===== config.mk =====
export PLATFORM = sky130hd
export DESIGN_NAME = mcsc_word_chain
export DESIGN_NICKNAME = d
export VERILOG_FILES = /design/src/rtl/core/mcsc_byte_cell.sv /design/src/rtl/core/mcsc_word_chain.sv
export SDC_FILE = /design/constraint.sdc
export NUM_CORES = 1
export LEC_CHECK = 0
export ABC_CLOCK_PERIOD_IN_PS = 800
export BUFFER_PORTS_ARGS = -buffer_cell sky130_fd_sc_hd__buf_2
export CAP_MARGIN = 20
export CORE_MARGIN = 5
export CORE_UTILIZATION = 42
export DETAILED_ROUTE_END_ITERATION = 10
export GPL_ROUTABILITY_DRIVEN = 0
export PLACE_DENSITY = 0.76
export SETUP_SLACK_MARGIN = 0.3
export SLEW_MARGIN = 20
export SYNTH_ARGS = -nofsm -noshare
export SYNTH_HDL_FRONTEND = slang
export SYNTH_SLANG_ARGS = --single-unit

===== constraint.sdc =====
create_clock -name clk -period 0.8 [get_ports clk]
set_clock_uncertainty 0.05 [all_clocks]
set_input_delay 0.04 -clock clk [delete_from_list [all_inputs] [get_ports clk]]
set_output_delay 0.04 -clock clk [all_outputs]
set_load 0.005 [all_outputs]

===== src/rtl/core/mcsc_byte_cell.sv =====
// ----------------------------------------------------------------------------
// mcsc_byte_cell
// One byte cell of the word assembly chain; passes its byte on each shift.
// ----------------------------------------------------------------------------
`default_nettype none

module mcsc_byte_cell (
  input  wire        clk,
  input  wire        shift,
  input  wire  [7:0] din,
  output logic [7:0] dout
);

  always_ff @(posedge clk) begin
    if (shift) begin
      dout <= din;
    end
  end

endmodule

`default_nettype wire


===== src/rtl/core/mcsc_word_chain.sv =====
// ----------------------------------------------------------------------------
// mcsc_word_chain
// Row of byte cells holding the three previous bytes; with the current byte
// they form a little-endian word.
// ----------------------------------------------------------------------------
`default_nettype none

module mcsc_word_chain (
  input  wire         clk,
  input  wire         shift,
  input  wire  [7:0]  din,
  output logic [31:0] word
);

  localparam int NCELL = 3;

  logic [7:0] cell_q [NCELL];

  genvar g;
  generate
    for (g = 0; g < NCELL; g++) begin : g_cell
      if (g == NCELL - 1) begin : g_top
        mcsc_byte_cell u_cell (.clk(clk), .shift(shift), .din(din), .dout(cell_q[g]));
      end else begin : g_mid
        mcsc_byte_cell u_cell (.clk(clk), .shift(shift), .din(cell_q[g+1]),
                               .dout(cell_q[g]));
      end
    end
  endgenerate

  assign word = {din, cell_q[2], cell_q[1], cell_q[0]};

endmodule

`default_nettype wire


==> metrics.md, run 1 <==
| Metric | Value |
|---|---|
| # diodes | 0 |
| Worst reg-to-reg setup slack | -120 ps |
| Buffers plus inverters on the worst setup path | 1 |
| Avg Inst Size Synth | 24.40 um2 |
| Largest net degree at the start of global routing | 15 |
| Maximum vdd drop | 0.001359 V |
| Worst Setup End Kind | primary output |
| Startpoint types | flop |
| Sw power | 0.4530 mW |
| Cell variety after synth | 2 |
| Mapped Nets | 42 |
| Worst Hold Class | primary input to flop |
| Crit path depth | 1 |
| Clk buf depth | 2 |
| Initial antenna violation count | 0 |
| Sw frac | 0.1998 |
| CTS clk-pin slew, worst paths | 120 ps |
| First-pass GRT wire length | 1911 um |
| Worst Path Arrival | 880 ps |
| Post-synth ARST share | 0 |
| Core box area | 0.001745 mm2 |
| Worst Max-Slew Pin Slew | 115.9 ps |
| Clk sinks | 24 |
| Chip width | 53.12 um |
| Most common cell in the synthesized netlist | edfxtp_1 |
| Synthesized area | 780.7 um2 |
| Area Growth Syn to Fin | 41.67% |
| Lkg Pwr | 0.4809 nW |
| Total power | 2.267 mW |
| Gr usage total | 0.1042 |
| FILL cells | 130 |
| Share of layout cells above drive strength 1 | 0.6914 |
| Comb power frac | 0.108 |
| Final Worst Setup Slack | -169.7 ps |
| Relative slew slack | 0.9227 |
| Internal Power | 1.814 mW |
| Vias per cell | 4.226 |
| Worst r2r path cells | 2 |
| Pre-CTS setup slack | 84.81 ps |
| Number of synthesized flops with an enable pin | 24 |
| DR WL/cell | 12.94 um |
| Pre-antenna DRT Iters | 2 |
| H-tree depth | 1 |
| IO Pins | 42 |
| Syn. warnings | 0 |
| WP data required | 710 ps |
| Failing checks | negative hold slack, negative setup slack |
| Min Hold Slack | -141.9 ps |
| Synth Register Bits | 24 |
| Pwr dens | 2050 mW/mm2 |
| Area of the multi-input gates | 0 um2 |
| Sequential power share | 0.669 |
| I/O Buffers | 41 |
| Clock Power Share | 0.223 |
| Initial Util | 0.4473 |
| Yosys top cell by area | edfxtp_1 |
| Post-route ant nets | 0 |
| Cell count after synthesis | 32 |
| Root Buffer | clkbuf_4 |
| Fin crit share | 1.212 |
| Max-Cap Viols | 0 |
| Die Ht | 53.12 um |
| Slowest-stage cell, CP | edfxtp_1 |
| CP cell instances | buf_2 |
| Die area | 0.002821 mm2 |
| Ys flop type | edfxtp_1 |
| Final wirelength | 1372 um |
| Final Net Count | 92 |
| Synth top cells by count | edfxtp_1, buf_4 |
| Vias in the first global route | 430 |
| Total number of vias | 448 |
| Row cnt | 15 |
| Worst Hold Depth | 1 |
| Total grt overflow | 0 |
| Sequential area share after synthesis | 0.9231 |
| CTS tree | yes |
| Top cells by area, synth | edfxtp_1, buf_4 |
| Status | finished, violations left |
| Max Freq | 1031 MHz |
| RSZ-0062 raised after global routing | true |
| Final min period | 969.7 ps |
| Share of the synthesized area in the top cell type | 0.9231 |
| Drt drc | 0 |
| TritonCTS Buffers | 3 |
| Hold Violations, Final | 8 |
| Worst setup path class | flop to primary output |
| Multi-input gates | 0 |
| Initial DRC count | 3 |
| Largest stage delay on the critical path | 420 ps |
| Slew Limit Fails | 0 |
| Clock latency on the worst-skew pair | 310 ps |
| Final setup viols | 33 |
| Critical path fanouts, max | 2 |
| Top delay family on crit path | flip-flops |
logic make-up (layout without fill, tap and decap cells):
group,after synthesis,in the layout,share of synthesized area
buf+inv,8,57,0.07693
flops,24,24,0.9231
path summary, 6_finish.rpt:
kind	from	to
max reg2reg	g_cell[2].g_top.u_cell.dout[2]	g_cell[1].g_mid.u_cell.dout[2]
min	din[1]	g_cell[2].g_top.u_cell.dout[1]
min reg2reg	g_cell[1].g_mid.u_cell.dout[5]	g_cell[0].g_mid.u_cell.dout[5]
max	g_cell[2].g_top.u_cell.dout[2]	word[18]
stage by stage:
stage / setup TNS [ps] / cells / util / instance area, um2 / hold WS, ps
floorplan: 0 / 32 / - / 780.7 / 88.87
global placement: 0 / 92 / 0.5713 / 997.2 / 180.6
CTS: -3497 / 101 / 0.6079 / 1061 / -151.1
global route: -4635 / 106 / 0.6337 / 1106 / -158.1
finish: -3233 / 106 / 0.6337 / 1106 / -141.9
detailed placement: 0 / 92 / 0.5713 / 997.2 / 180.2
final cells by class:
type,instances,area (um2),share of cell area
clock inverter,1,3.754,0.003394
clock buffer,3,22.52,0.02036
sequential,24,720.7,0.6516
tap,25,31.28,0.02828
timing repair buffer,53,327.8,0.2964
what timing repair did:
| action | CTS | global route |
|---|---|---|
| endpoints found under the setup margin | 40 | 40 |
| endpoints found under the hold margin | 8 | 8 |
| buffers inserted | 5 | 5 |
| resized for setup | 0 | 2 |
| gates cloned | 0 | 0 |
per-layer routing:
layer  share of wire  wire length (um)  GRT usage  vias up
met1            0.34               472     0.1028      200
met4           0.026                36    0.08936        0
met5               0                 0          0        -
met2            0.51               695     0.1715       34
met3            0.12               167    0.03662        3
li1                -                 -          -      211
power groups by stage:
| stage | sequential [mW] | combinational (mW) | clock, mW |
|---|---|---|---|
| 2_1_floorplan | 1.56 | 0.0324 | 0 |
| 3_3_place_gp | 1.54 | 0.190 | 0 |
| 3_5_place_dp | 1.55 | 0.193 | 0 |
| 4_1_cts | 1.52 | 0.219 | 0.532 |
| 5_1_grt | 1.53 | 0.268 | 0.587 |
| 6_report | 1.52 | 0.246 | 0.506 |
cells in the final DEF (no fill, tap or decap), drive strengths merged:
cell type and count:
clkbuf 3, edfxtp 24, buf 53, clkinv 1
flip-flops by register name, indices dropped and copies added (netlist names):
| name | count |
|---|---|
| g_cell.g_top.u_cell.dout | 8 |
| g_cell.g_mid.u_cell.dout | 16 |
Note: power is estimated with default switching activity, not from simulation.
==> run 2: changes to the inputs <==
--- a/config.mk
+++ b/config.mk
@@ -17,4 +17,5 @@
 export SLEW_MARGIN = 20
 export SYNTH_ARGS = -nofsm -noshare
 export SYNTH_HDL_FRONTEND = slang
+export SYNTH_HIERARCHICAL = 1
 export SYNTH_SLANG_ARGS = --single-unit
==> run 2 against run 1 <==
Effect of this change:
- the run still ends with negative hold slack, negative setup slack left
- global-route usage unchanged
- maximum frequency increased by 0.24%
- critical path type unchanged
- combinational power about the same
- largest cell class unchanged
- synthesized area unchanged
- via count unchanged
- core utilization unchanged
- wire length decreased by 0.66%
- flip-flop and latch count unchanged
- design area unchanged
- register-to-register slack about the same
- total power about the same
- sequential share of layout area unchanged
==> metrics.md, run 2 <==
| Metric | Value |
|---|---|
| Yosys top cell by area | edfxtp_1 |
| Synth top cells by count | edfxtp_1, buf_4 |
| Max Freq | 1034 MHz |
| Largest stage delay on the critical path | 420 ps |
| Maximum vdd drop | 0.001362 V |
| Lkg Pwr | 0.4809 nW |
| I/O Buffers | 41 |
| Sequential area share after synthesis | 0.9231 |
| Slew Limit Fails | 0 |
| R2r startpoint | g_cell[2].g_top.u_cell/dout[2] |
| Commonest non-fill, non-tap cell in the layout | buf_2 |
| CP cell instances | buf_2 |
| Most frequent cells in the layout | buf_2, edfxtp_1, buf_4, clkbuf_4 |
| Area Growth Syn to Fin | 41.67% |
| Vias in the first global route | 430 |
| Setup crit start | g_cell[2].g_top.u_cell/dout[2] |
| Largest net degree at the start of global routing | 15 |
| Final Worst Setup Slack | -167.3 ps |
| Final min period | 967.3 ps |
| CTS clk-pin slew, worst paths | 120 ps |
| Reg with most FFs | g_cell.g_mid.u_cell/dout |
| Worst Hold Class | primary input to flop |
| Sequential power share | 0.669 |
| Comb power frac | 0.108 |
| H-tree depth | 1 |
| Clock Power Share | 0.223 |
| Share of the synthesized area in the top cell type | 0.9231 |
| Initial DRC count | 4 |
| Gr usage total | 0.1042 |
| Top Registers | g_cell.g_mid.u_cell/dout x16, g_cell.g_top.u_cell/dout x8 |
| Pre-CTS setup slack | 84.81 ps |
| Initial antenna violation count | 0 |
| Slowest-stage cell, CP | edfxtp_1 |
| Clock latency on the worst-skew pair | 310 ps |
| Critical path fanouts, max | 2 |
| TritonCTS Buffers | 3 |
| Final setup viols | 33 |
| Ys flop type | edfxtp_1 |
| Internal Power | 1.814 mW |
| Sw frac | 0.1997 |
| Storage element area | 720.7 um2 |
| Total grt overflow | 0 |
| Post-synth ARST share | 0 |
| # diodes | 0 |
| WP data required | 710 ps |
| IO Pins | 42 |
| Final Net Count | 92 |
| Total power | 2.266 mW |
| Status | finished, violations left |
| Pwr dens | 2049 mW/mm2 |
| Vias per cell | 4.226 |
| Cell count after synthesis | 32 |
| Die area | 0.002821 mm2 |
| Fin crit share | 1.209 |
| Core box area | 0.001745 mm2 |
| Sw power | 0.4525 mW |
| Relative slew slack | 0.9221 |
| Post-route ant nets | 0 |
| Clk buf depth | 2 |
| Drt drc | 0 |
| Most common cell in the synthesized netlist | edfxtp_1 |
| RSZ-0062 raised after global routing | true |
| Mapped Nets | 42 |
| Chip width | 53.12 um |
| Total number of vias | 448 |
| Area of the multi-input gates | 0 um2 |
| DR WL/cell | 12.86 um |
| Max-Cap Viols | 0 |
| Cell variety after synth | 2 |
| Max reg flops | 16 |
| Clk sinks | 24 |
| FILL cells | 130 |
| Top delay family on crit path | flip-flops |
| Worst hold path startpoint | din[1] |
| Buffers plus inverters on the worst setup path | 1 |
| Avg Inst Size Synth | 24.40 um2 |
| CTS tree | yes |
| Pre-antenna DRT Iters | 3 |
| Worst setup path class | flop to primary output |
| Failing checks | negative hold slack, negative setup slack |
| Synthesized area | 780.7 um2 |
| Top cells by area, synth | edfxtp_1, buf_4 |
| Min Hold Slack | -142.3 ps |
| Startpoint types | flop |
| Multi-input gates | 0 |
| Worst Setup End Kind | primary output |
| Syn. warnings | 6 |
| Die Ht | 53.12 um |
| Hold Violations, Final | 8 |
| Root Buffer | clkbuf_4 |
| Initial Util | 0.4473 |
| Worst Path Arrival | 880 ps |
| Share of layout cells above drive strength 1 | 0.6914 |
| Worst Max-Slew Pin Slew | 116.8 ps |
| Row cnt | 15 |
| Number of synthesized flops with an enable pin | 24 |
| Final wirelength | 1363 um |
| First-pass GRT wire length | 1911 um |
| Synth Register Bits | 24 |
-- run 2: cell type report --
type / instances / share of cell area
clock buffer: 3 / 0.02036
sequential: 24 / 0.6516
tap: 25 / 0.02828
clock inverter: 1 / 0.003394
timing repair buffer: 53 / 0.2964
-- run 2: kinds of logic (layout without fill, tap and decap cells) --
kind of cell | after synthesis | after routing | synth area share
buffers and inverters | 8 | 57 | 0.07693
flip-flops | 24 | 24 | 0.9231
-- run 2: through the flow --
stage	setup TNS (ps)	utilization	hold WS [ps]	cells	cell area (um2)
after CTS	-3497	0.6079	-151.1	101	1061
after global placement	0	0.5713	180.6	92	997.2
after detailed placement	0	0.5713	180.2	92	997.2
after floorplan	0	-	88.87	32	780.7
after global routing	-4635	0.6337	-158.1	106	1106
final	-3219	0.6337	-142.3	106	1106
-- run 2: final timing paths --
kind,to,slack (ps),cells after the start
worst max-delay path,word[18],-170,1
worst min-delay path,g_cell[2].g_top.u_cell/dout[1],-140,1
worst max register to register,g_cell[1].g_mid.u_cell/dout[2],-120,2
worst min register to register,g_cell[0].g_mid.u_cell/dout[5],410,0
-- run 2: routing by layer --
metal | vias up | global-route usage | wire length, um
met1 | 200 | 0.1028 | 488
li1 | 211 | - | -
met2 | 34 | 0.1715 | 671
met4 | 0 | 0.08936 | 36
met5 | - | 0 | 0
met3 | 3 | 0.03662 | 167
-- run 2: power groups by stage --
stage                     sequential, mW  combinational [mW]  clock (mW)
final                               1.52               0.245       0.506
after global routing                1.53               0.268       0.587
after CTS                           1.52               0.219       0.532
after detailed placement            1.55               0.193           0
after global placement              1.54               0.190           0
after floorplan                     1.56              0.0324           0
-- run 2: timing repair --
| item | CTS | global route |
|---|---|---|
| endpoints found under the hold margin | 8 | 8 |
| endpoints found under the setup margin | 40 | 40 |
| buffers inserted | 5 | 5 |
| resized for setup | 0 | 2 |
